===== config.mk =====
export PLATFORM = sky130hd
export DESIGN_NAME = icmp_echo_responder
export DESIGN_NICKNAME = d
export VERILOG_FILES = /design/src/hdl/ier_pkg.sv /design/src/hdl/ier_ctrl.sv /design/src/hdl/ier_dp.sv /design/src/hdl/icmp_echo_responder.sv
export SDC_FILE = /design/constraint.sdc
export NUM_CORES = 2
export LEC_CHECK = 0
export ABC_AREA = 1
export BUFFER_PORTS_ARGS = -buffer_cell sky130_fd_sc_hd__buf_2
export CORE_UTILIZATION = 50
export DETAILED_ROUTE_END_ITERATION = 10
export MAX_ROUTING_LAYER = met4
export PLACE_DENSITY_LB_ADDON = 0.15
export SYNTH_ARGS = -nofsm -noshare
export SYNTH_HDL_FRONTEND = slang
export SYNTH_SLANG_ARGS = --single-unit

===== constraint.sdc =====
create_clock -name i_clk -period 5.9 [get_ports i_clk]
set_input_delay 0.295 -clock i_clk [delete_from_list [all_inputs] [get_ports i_clk]]
set_output_delay 0.295 -clock i_clk [all_outputs]
set_load 0.03 [all_outputs]

===== src/hdl/ier_pkg.sv =====
// ----------------------------------------------------------------------------
// ier_pkg
// shared types, constants and helpers for the icmp echo responder
// ----------------------------------------------------------------------------
package ier_pkg;

    // frame geometry
    localparam int FRAME_WORDS = 49;
    localparam int CNT_W       = 6;

    // word positions inside the buffered frame
    localparam logic [CNT_W-1:0] W_DMAC0    = 6'd0;
    localparam logic [CNT_W-1:0] W_DMAC1    = 6'd1;
    localparam logic [CNT_W-1:0] W_DMAC2    = 6'd2;
    localparam logic [CNT_W-1:0] W_SMAC0    = 6'd3;
    localparam logic [CNT_W-1:0] W_SMAC1    = 6'd4;
    localparam logic [CNT_W-1:0] W_SMAC2    = 6'd5;
    localparam logic [CNT_W-1:0] W_ETYPE    = 6'd6;
    localparam logic [CNT_W-1:0] W_VIHL     = 6'd7;
    localparam logic [CNT_W-1:0] W_TLEN     = 6'd8;
    localparam logic [CNT_W-1:0] W_ID       = 6'd9;
    localparam logic [CNT_W-1:0] W_FLAGS    = 6'd10;
    localparam logic [CNT_W-1:0] W_TTLPROTO = 6'd11;
    localparam logic [CNT_W-1:0] W_IPSUM    = 6'd12;
    localparam logic [CNT_W-1:0] W_SRCIP0   = 6'd13;
    localparam logic [CNT_W-1:0] W_SRCIP1   = 6'd14;
    localparam logic [CNT_W-1:0] W_DSTIP0   = 6'd15;
    localparam logic [CNT_W-1:0] W_DSTIP1   = 6'd16;
    localparam logic [CNT_W-1:0] W_ICMPTYPE = 6'd17;
    localparam logic [CNT_W-1:0] W_ICMPSUM  = 6'd18;
    localparam logic [CNT_W-1:0] W_PAYLOAD0 = 6'd19;
    localparam logic [CNT_W-1:0] W_LAST     = 6'(FRAME_WORDS - 1);
    localparam logic [CNT_W-1:0] W_FULL     = 6'(FRAME_WORDS);

    // header values a request must carry
    localparam logic [15:0] ETYPE_IPV4    = 16'h0800;
    localparam logic [15:0] VIHL_PLAIN    = 16'h4500;
    localparam logic [15:0] TLEN_ECHO     = 16'h0054;
    localparam logic [7:0]  PROTO_ICMP    = 8'h01;
    localparam logic [15:0] ICMP_ECHO_REQ = 16'h0800;
    localparam logic [15:0] ICMP_ECHO_REP = 16'h0000;

    // configuration registers
    localparam int CFG_IDX_W = 2;
    localparam int CFG_DATA_W = 48;
    localparam logic [CFG_IDX_W-1:0] CFG_LOCAL_MAC = 2'd0;
    localparam logic [CFG_IDX_W-1:0] CFG_LOCAL_IP  = 2'd1;
    localparam logic [47:0] LOCAL_MAC_RESET = 48'h0;
    localparam logic [31:0] LOCAL_IP_RESET  = 32'h0A00_0002;

    // checksum accumulator widths
    localparam int IPACC_W   = 20;
    localparam int ICMPACC_W = 21;

    // input and result words
    typedef struct packed {
        logic [15:0] frame_word;
        logic        frame_end;
    } t_in;

    typedef struct packed {
        logic [15:0] reply_word;
        logic        reply_end;
        logic        verdict;
    } t_out;

    // controller to datapath
    typedef struct packed {
        logic accept;     // store / capture an incoming word
        logic fold;       // evaluate checks, first checksum fold, rearm counters
        logic finish;     // second fold and inversion
        logic rd_first;   // start replay read at reply word zero
        logic emit;       // present the fetched reply word
        logic drop;       // present a drop result
    } t_dp_cmd;

    // datapath to controller
    typedef struct packed {
        logic ok;         // frame passed every check
        logic last;       // word being emitted is the final one
    } t_dp_stat;

    // store address that feeds reply word k
    function automatic logic [CNT_W-1:0] reply_src(input logic [CNT_W-1:0] k);
        logic [CNT_W-1:0] a;
        a = k;
        case (k)
            W_DMAC0:  a = W_SMAC0;
            W_DMAC1:  a = W_SMAC1;
            W_DMAC2:  a = W_SMAC2;
            W_DSTIP0: a = W_SRCIP0;
            W_DSTIP1: a = W_SRCIP1;
            default:  a = k;
        endcase
        return a;
    endfunction

endpackage


===== src/hdl/ier_ctrl.sv =====
// ----------------------------------------------------------------------------
// ier_ctrl
// sequencer: receive words, check and fold, then replay or drop
// ----------------------------------------------------------------------------
module ier_ctrl (
    input  logic              i_clk,
    input  logic              i_rst_n,
    input  logic              i_start,
    input  logic              i_frame_end,
    input  ier_pkg::t_dp_stat i_stat,
    output ier_pkg::t_dp_cmd  o_cmd,
    output logic              o_busy
);

    localparam logic [1:0] S_RECV = 2'd0;
    localparam logic [1:0] S_FOLD = 2'd1;
    localparam logic [1:0] S_SUM  = 2'd2;
    localparam logic [1:0] S_EMIT = 2'd3;

    logic [1:0] r_state;
    logic [1:0] n_state;

    // state register
    always_ff @(posedge i_clk) begin
        if (!i_rst_n) begin
            r_state <= S_RECV;
        end else begin
            r_state <= n_state;
        end
    end

    // next state and commands
    always_comb begin
        n_state = r_state;
        o_cmd   = '0;
        case (r_state)
            S_RECV: begin
                if (i_start) begin
                    o_cmd.accept = 1'b1;
                    if (i_frame_end) begin
                        n_state = S_FOLD;
                    end
                end
            end
            S_FOLD: begin
                o_cmd.fold = 1'b1;
                n_state    = S_SUM;
            end
            S_SUM: begin
                o_cmd.finish = 1'b1;
                if (i_stat.ok) begin
                    o_cmd.rd_first = 1'b1;
                    n_state        = S_EMIT;
                end else begin
                    o_cmd.drop = 1'b1;
                    n_state    = S_RECV;
                end
            end
            S_EMIT: begin
                o_cmd.emit = 1'b1;
                if (i_stat.last) begin
                    n_state = S_RECV;
                end
            end
            default: begin
                n_state = S_RECV;
            end
        endcase
    end

    assign o_busy = (r_state != S_RECV);

endmodule


===== src/hdl/ier_dp.sv =====
// ----------------------------------------------------------------------------
// ier_dp
// datapath: frame store, header capture, checksum sums and reply mux
// ----------------------------------------------------------------------------
module ier_dp (
    input  logic             i_clk,
    input  logic             i_rst_n,
    input  ier_pkg::t_dp_cmd i_cmd,
    input  logic [15:0]      i_word,
    input  logic [47:0]      i_local_mac,
    input  logic [31:0]      i_local_ip,
    output ier_pkg::t_dp_stat o_stat,
    output logic             o_strobe,
    output ier_pkg::t_out    o_out
);

    logic [15:0] mem [ier_pkg::FRAME_WORDS];

    logic [ier_pkg::CNT_W-1:0]     r_count;
    logic [47:0]                   r_dmac;
    logic [15:0]                   r_etype;
    logic [15:0]                   r_vihl;
    logic [15:0]                   r_tlen;
    logic [7:0]                    r_proto;
    logic [31:0]                   r_dip;
    logic [15:0]                   r_icmp;
    logic [ier_pkg::IPACC_W-1:0]   r_ip_acc;
    logic [ier_pkg::ICMPACC_W-1:0] r_icmp_acc;
    logic                          r_ok;
    logic [16:0]                   r_ip_s1;
    logic [16:0]                   r_icmp_s1;
    logic [15:0]                   r_ipsum;
    logic [15:0]                   r_icmpsum;
    logic [15:0]                   r_mem_q;
    logic [ier_pkg::CNT_W-1:0]     r_q_idx;
    logic [ier_pkg::CNT_W-1:0]     r_next;
    logic                          r_strobe;
    ier_pkg::t_out                 r_out;

    logic                          store_en;
    logic [ier_pkg::IPACC_W-1:0]   ip_total;
    logic [16:0]                   ip_s2;
    logic [16:0]                   icmp_s2;
    logic                          checks_ok;
    logic [15:0]                   reply_word;

    assign store_en = i_cmd.accept && (r_count < ier_pkg::W_FULL);

    // frame store write
    always_ff @(posedge i_clk) begin
        if (store_en) begin
            mem[r_count] <= i_word;
        end
    end

    // word count and running sums
    always_ff @(posedge i_clk) begin
        if (!i_rst_n) begin
            r_count    <= '0;
            r_ip_acc   <= '0;
            r_icmp_acc <= '0;
        end else if (i_cmd.fold) begin
            r_count    <= '0;
            r_ip_acc   <= '0;
            r_icmp_acc <= '0;
        end else if (store_en) begin
            r_count <= r_count + 1'b1;
            case (r_count) inside
                ier_pkg::W_VIHL, ier_pkg::W_TLEN, ier_pkg::W_TTLPROTO,
                ier_pkg::W_SRCIP0, ier_pkg::W_SRCIP1: begin
                    r_ip_acc <= r_ip_acc + ier_pkg::IPACC_W'(i_word);
                end
                [ier_pkg::W_PAYLOAD0:ier_pkg::W_LAST]: begin
                    r_icmp_acc <= r_icmp_acc + ier_pkg::ICMPACC_W'(i_word);
                end
                default: begin
                end
            endcase
        end
    end

    // header fields needed by the checks
    always_ff @(posedge i_clk) begin
        if (store_en) begin
            case (r_count)
                ier_pkg::W_DMAC0:    r_dmac[47:32] <= i_word;
                ier_pkg::W_DMAC1:    r_dmac[31:16] <= i_word;
                ier_pkg::W_DMAC2:    r_dmac[15:0]  <= i_word;
                ier_pkg::W_ETYPE:    r_etype       <= i_word;
                ier_pkg::W_VIHL:     r_vihl        <= i_word;
                ier_pkg::W_TLEN:     r_tlen        <= i_word;
                ier_pkg::W_TTLPROTO: r_proto       <= i_word[7:0];
                ier_pkg::W_DSTIP0:   r_dip[31:16]  <= i_word;
                ier_pkg::W_DSTIP1:   r_dip[15:0]   <= i_word;
                ier_pkg::W_ICMPTYPE: r_icmp        <= i_word;
                default: begin
                end
            endcase
        end
    end

    // request checks
    assign checks_ok = (r_count == ier_pkg::W_FULL)
                    && (r_dmac == i_local_mac)
                    && (r_etype == ier_pkg::ETYPE_IPV4)
                    && (r_vihl == ier_pkg::VIHL_PLAIN)
                    && (r_tlen == ier_pkg::TLEN_ECHO)
                    && (r_proto == ier_pkg::PROTO_ICMP)
                    && (r_dip == i_local_ip)
                    && (r_icmp == ier_pkg::ICMP_ECHO_REQ);

    // ip header sum gets the new source address
    assign ip_total = r_ip_acc + ier_pkg::IPACC_W'(i_local_ip[31:16])
                               + ier_pkg::IPACC_W'(i_local_ip[15:0]);

    assign ip_s2   = {1'b0, r_ip_s1[15:0]} + 17'(r_ip_s1[16]);
    assign icmp_s2 = {1'b0, r_icmp_s1[15:0]} + 17'(r_icmp_s1[16]);

    // checksum folding in two steps
    always_ff @(posedge i_clk) begin
        if (i_cmd.fold) begin
            r_ip_s1   <= {1'b0, ip_total[15:0]} + 17'(ip_total[ier_pkg::IPACC_W-1:16]);
            r_icmp_s1 <= {1'b0, r_icmp_acc[15:0]}
                       + 17'(r_icmp_acc[ier_pkg::ICMPACC_W-1:16]);
        end
        if (i_cmd.finish) begin
            r_ipsum   <= ~ip_s2[15:0];
            r_icmpsum <= ~icmp_s2[15:0];
        end
    end

    // verdict
    always_ff @(posedge i_clk) begin
        if (!i_rst_n) begin
            r_ok <= 1'b0;
        end else if (i_cmd.fold) begin
            r_ok <= checks_ok;
        end
    end

    // replay read, one word ahead of the output
    always_ff @(posedge i_clk) begin
        if (i_cmd.rd_first) begin
            r_mem_q <= mem[ier_pkg::reply_src('0)];
            r_q_idx <= '0;
            r_next  <= 6'd1;
        end else if (i_cmd.emit) begin
            if (r_next < ier_pkg::W_FULL) begin
                r_mem_q <= mem[ier_pkg::reply_src(r_next)];
            end
            r_q_idx <= r_next;
            r_next  <= r_next + 1'b1;
        end
    end

    // reply word substitution
    always_comb begin
        case (r_q_idx)
            ier_pkg::W_SMAC0:    reply_word = i_local_mac[47:32];
            ier_pkg::W_SMAC1:    reply_word = i_local_mac[31:16];
            ier_pkg::W_SMAC2:    reply_word = i_local_mac[15:0];
            ier_pkg::W_ID:       reply_word = '0;
            ier_pkg::W_FLAGS:    reply_word = '0;
            ier_pkg::W_IPSUM:    reply_word = r_ipsum;
            ier_pkg::W_SRCIP0:   reply_word = i_local_ip[31:16];
            ier_pkg::W_SRCIP1:   reply_word = i_local_ip[15:0];
            ier_pkg::W_ICMPTYPE: reply_word = ier_pkg::ICMP_ECHO_REP;
            ier_pkg::W_ICMPSUM:  reply_word = r_icmpsum;
            default:             reply_word = r_mem_q;
        endcase
    end

    // result register
    always_ff @(posedge i_clk) begin
        if (!i_rst_n) begin
            r_strobe <= 1'b0;
        end else begin
            r_strobe <= i_cmd.emit || i_cmd.drop;
        end
    end

    always_ff @(posedge i_clk) begin
        if (i_cmd.drop) begin
            r_out.reply_word <= '0;
            r_out.reply_end  <= 1'b1;
            r_out.verdict    <= 1'b1;
        end else if (i_cmd.emit) begin
            r_out.reply_word <= reply_word;
            r_out.reply_end  <= (r_q_idx == ier_pkg::W_LAST);
            r_out.verdict    <= 1'b0;
        end
    end

    assign o_stat.ok   = r_ok;
    assign o_stat.last = (r_q_idx == ier_pkg::W_LAST);
    assign o_strobe    = r_strobe;
    assign o_out       = r_out;

endmodule


===== src/hdl/icmp_echo_responder.sv =====
// ----------------------------------------------------------------------------
// icmp_echo_responder
// answers icmp echo requests carried in ethernet frames of 16-bit words
// ----------------------------------------------------------------------------
// channel   direction  handshake            word
// input     in         i_start / o_busy     i_in  (frame_word, frame_end)
// result    out        o_strobe (no stall)  o_out (reply_word, reply_end, verdict)
// config    in         i_cfg_we             i_cfg_index, i_cfg_data
//
// one word is taken per cycle while o_busy is low; the final word of a frame
// starts checking and checksum folding in states S_FOLD and S_SUM, then a good
// request is replayed as 49 result words on consecutive cycles, one store read
// each. reset is synchronous and clears the word count, sums, verdict, result
// strobe, configuration registers and sequencer, not the store.
// results cannot be held off: each strobe lasts exactly one cycle.
// ----------------------------------------------------------------------------
module icmp_echo_responder (
    input  logic                                i_clk,
    input  logic                                i_rst_n,
    input  logic                                i_start,
    output logic                                o_busy,
    input  ier_pkg::t_in                        i_in,
    output logic                                o_strobe,
    output ier_pkg::t_out                       o_out,
    input  logic                                i_cfg_we,
    input  logic [ier_pkg::CFG_IDX_W-1:0]       i_cfg_index,
    input  logic [ier_pkg::CFG_DATA_W-1:0]      i_cfg_data
);

    logic [47:0]       r_local_mac;
    logic [31:0]       r_local_ip;
    ier_pkg::t_dp_cmd  cmd;
    ier_pkg::t_dp_stat stat;

    // configuration registers
    always_ff @(posedge i_clk) begin
        if (!i_rst_n) begin
            r_local_mac <= ier_pkg::LOCAL_MAC_RESET;
            r_local_ip  <= ier_pkg::LOCAL_IP_RESET;
        end else if (i_cfg_we) begin
            case (i_cfg_index)
                ier_pkg::CFG_LOCAL_MAC: r_local_mac <= i_cfg_data[47:0];
                ier_pkg::CFG_LOCAL_IP:  r_local_ip  <= i_cfg_data[31:0];
                default: begin
                end
            endcase
        end
    end

    // sequencer
    ier_ctrl u_ctrl (
        .i_clk       (i_clk),
        .i_rst_n     (i_rst_n),
        .i_start     (i_start),
        .i_frame_end (i_in.frame_end),
        .i_stat      (stat),
        .o_cmd       (cmd),
        .o_busy      (o_busy)
    );

    // datapath
    ier_dp u_dp (
        .i_clk       (i_clk),
        .i_rst_n     (i_rst_n),
        .i_cmd       (cmd),
        .i_word      (i_in.frame_word),
        .i_local_mac (r_local_mac),
        .i_local_ip  (r_local_ip),
        .o_stat      (stat),
        .o_strobe    (o_strobe),
        .o_out       (o_out)
    );

endmodule


==> flow_metrics.env <==
export IMPL_worstPathMaxFanout=6
export IMPL_ys_types=46
export IMPL_timing_hold_ws_ns=0.05994
export IMPL_hold_viol_final=0
export IMPL_track_usage_pct=30.17
export IMPL_initialDrtViolationCount=4759
export IMPL_cts_root_buf="clkbuf_16"
export IMPL_yosysTopAreaCell="edfxtp_1"
export IMPL_p_leak_nw=23.52
export IMPL_drive_above_1_share_pct=8.033
export IMPL_status="finished clean"
export IMPL_fmax_mhz=207.0
export IMPL_die_y_um=327.1
export IMPL_cts_sinks=1179
export IMPL_yosys_warnings=0
export IMPL_die_area_sq_um=107000
export IMPL_fin_area_sq_um=59660
export IMPL_synth_xor_area_share_pct=2.005
export IMPL_netlist_area_leader_share_pct=57.85
export IMPL_vias_per_cell=5.701
export IMPL_initial_core_util_pct=50.77
export IMPL_cts_buffer_depth=3
export IMPL_start_kind="flip-flop"
export IMPL_tightest_slew_ns=1.190
export IMPL_clk_pin_slew_worst_paths_ns=0.06
export IMPL_synth_nets=5250
export IMPL_htree_num_levels=4
export IMPL_avgSynthCellArea_sq_um=10.39
export IMPL_ys_top_cells_by_area="edfxtp_1, nand2_1, nand3_1"
export IMPL_grt_pass1_vias=35671
export IMPL_overflow=0
export IMPL_post_cts_buffers=0
export IMPL_p_total_mw=20.74
export IMPL_irDropWorstVdd_v=0.0002560
export IMPL_synth_top_family_by_area="simple AND/OR/NAND/NOR gates"
export IMPL_placedCellCount=6423
export IMPL_numPortBuffers=90
export IMPL_async_flop_share_pct=0
export IMPL_maxSlewHeadroom_pct=20.23
export IMPL_io_pins=91
export IMPL_clock_skew_ns=0.03223
export IMPL_ctsResizeCount=0
export IMPL_cp_data_required_time_ns=6.36
export IMPL_cts_buffers=130
export IMPL_cp_end_kind="flip-flop"
export IMPL_rsz0062_at_grt="no"
export IMPL_grt_max_degree=145
export IMPL_fin_cells=6710
export IMPL_yosysMostFrequentCell="nand2_1"
export IMPL_dpl_hpwl_um=97030
export IMPL_drt_total_wl_um=157400
export IMPL_clk_latency_ns=0.75
export IMPL_powerDensity_nw_per_um2=347.6
export IMPL_vias=38252
export IMPL_globalplace_congestion=1.035
export IMPL_arrival_ns=5.29
export IMPL_netlist_area_sq_um=52840
export IMPL_synthMuxAreaShare_pct=0
export IMPL_maxSlewViolCount=0
export IMPL_postCtsHoldBufs=54
export IMPL_nFillCells=8816
export IMPL_grt_pass1_wl_um=231600
export IMPL_dpl_instance_area_sq_um=54970
export IMPL_core_area_sq_um=104100
export IMPL_synth_seq_cells=1179
export IMPL_synth_cells=5088
export IMPL_synth_compound_area_share_pct=5.233
export IMPL_ys_flop_type="edfxtp_1"
export IMPL_synth_edff_count=1018
export IMPL_ys_seq_area_share_pct=63.95
export IMPL_fin_crit_ns=4.831
export IMPL_crit_type="reg2reg"
export IMPL_maxCapViolCount=0
export IMPL_die_x_um=327.1
export IMPL_drc_errors=0
export IMPL_detail_route_wl_per_cell_um=23.45
export IMPL_firstDrtPassIters=7
export IMPL_cts_tree="built"
export IMPL_fin_crit_sh_pct=81.88
export IMPL_min_path_type="in2reg"
export IMPL_synth_simple_area_share_pct=20.59
export IMPL_antenna_left=0
export IMPL_setup_viol=0
export IMPL_fin_setup_tns_ns=0
export IMPL_rows=118
export IMPL_syn_to_final_growth_pct=12.90
export IMPL_fin_nets=5391
export IMPL_synth_common_cells="nand2_1, edfxtp_1, nand3_1"
export IMPL_antenna_found_initial=5
export IMPL_synth_adder_area_share_pct=2.453
## worst paths after layout
check / cells past startpoint / from / endpoint / slack (ns)
setup reg to reg: 21 / r_local_ip[23] / u_dp.r_ip_s1[14] / 1.07
hold / removal: 1 / i_in[11] / u_dp.mem[37][10] / 0.06
hold reg to reg: 2 / u_dp.o_out[3] / u_dp.o_out[3] / 0.46
setup / recovery: 21 / r_local_ip[23] / u_dp.r_ip_s1[14] / 1.07
## metal layers
layer  GRT usage, %  share of wire [%]  vias to the layer above
met5              -                  0                        -
met4          10.12                3.4                        0
li1               -                  -                    17703
met3          6.498                 10                      299
met2          43.82                 44                     1827
met1          42.11                 42                    18423
## critical path, stage by stage, from the launching register on
cell and delay (ns):
dfxtp_1 0.45, fa_1 0.46, ha_1 0.42, inv_1 0.06, o21ai_0 0.25, a21oi_1 0.10, o211ai_1 0.35, nand2_1 0.09
nand2_1 0.11, xor2_1 0.16, ha_1 0.19, inv_1 0.06, fa_1 0.45, nor2_1 0.13, a211oi_1 0.07, nor3_1 0.28
nand3_1 0.16, nor2_1 0.12, nand2_1 0.09, nor3_1 0.33, nand2_1 0.12, xnor2_1 0.14
## metrics by stage
step / setup slack, ns / util, %
after floorplan: 1.553 / -
after global placement: 1.118 / 52.81
after detailed placement: 1.117 / 52.81
after CTS: 1.096 / 57.31
after global routing: 0.5780 / 57.32
final: 1.069 / 57.32
## layout make-up
| cell class | count | area (sq um) | area share (%) |
|---|---|---|---|
| Sequential cell | 1179 | 33790 | 56.64 |
| Multi-Input combinational cell | 3160 | 16080 | 26.96 |
| Clock buffer | 165 | 3563 | 5.973 |
| Timing Repair Buffer | 258 | 2027 | 3.397 |
| Inverter | 500 | 1884 | 3.158 |
| Tap cell | 1380 | 1727 | 2.894 |
| Clock inverter | 66 | 580.6 | 0.9731 |
| Antenna cell | 2 | 5.005 | 0.008389 |
## layout by cell type, fill, tap and decap left out, drive strengths merged, types with 6 or more instances in the layout
cell type	count
o21bai	6
o22ai	32
nand2	1168
buf	204
a22oi	14
nor2	353
a22o	9
a21o	7
xnor2	49
nand4	33
bufinv	7
edfxtp	1018
fa	21
o21ai	180
or2	8
dlygate4sd3	54
inv	496
nand3	706
clkbuf	165
nor4	31
nor3	20
dfxtp	161
a221oi	15
nand3b	134
a21oi	179
clkinv	59
ha	70
o211ai	31
xor2	72
## report_power, final
part | leakage, nW | total (mW) | switching (mW) | internal, mW
clock network | 2.03 | 7.93 | 3.34 | 4.59
registers | 10.5 | 9.28 | 0.0923 | 9.18
logic | 11.0 | 3.53 | 2.59 | 0.940
## kinds of logic after synthesis
group,count (synthesis)
buf+inv,749
compound gates,489
fa+ha+maj,91
simple gates,2459
xor+xnor,121
flops,1179
## registers in the layout, indices dropped and copies added, names as in the netlist, 8 cells and up
name	count
u_dp.mem	784
r_local_mac	48
u_dp.r_dmac	48
r_local_ip	32
u_dp.r_dip	32
u_dp.r_icmp_acc	21
u_dp.r_ip_acc	20
u_dp.o_out	18
u_dp.r_icmp_s1	17
u_dp.r_ip_s1	17
u_dp.r_etype	16
u_dp.r_icmp	16
u_dp.r_icmpsum	16
u_dp.r_ipsum	16
u_dp.r_mem_q	16
u_dp.r_tlen	16
u_dp.r_vihl	16
u_dp.r_proto	8
Note: power is estimated with default switching activity, not from simulation.
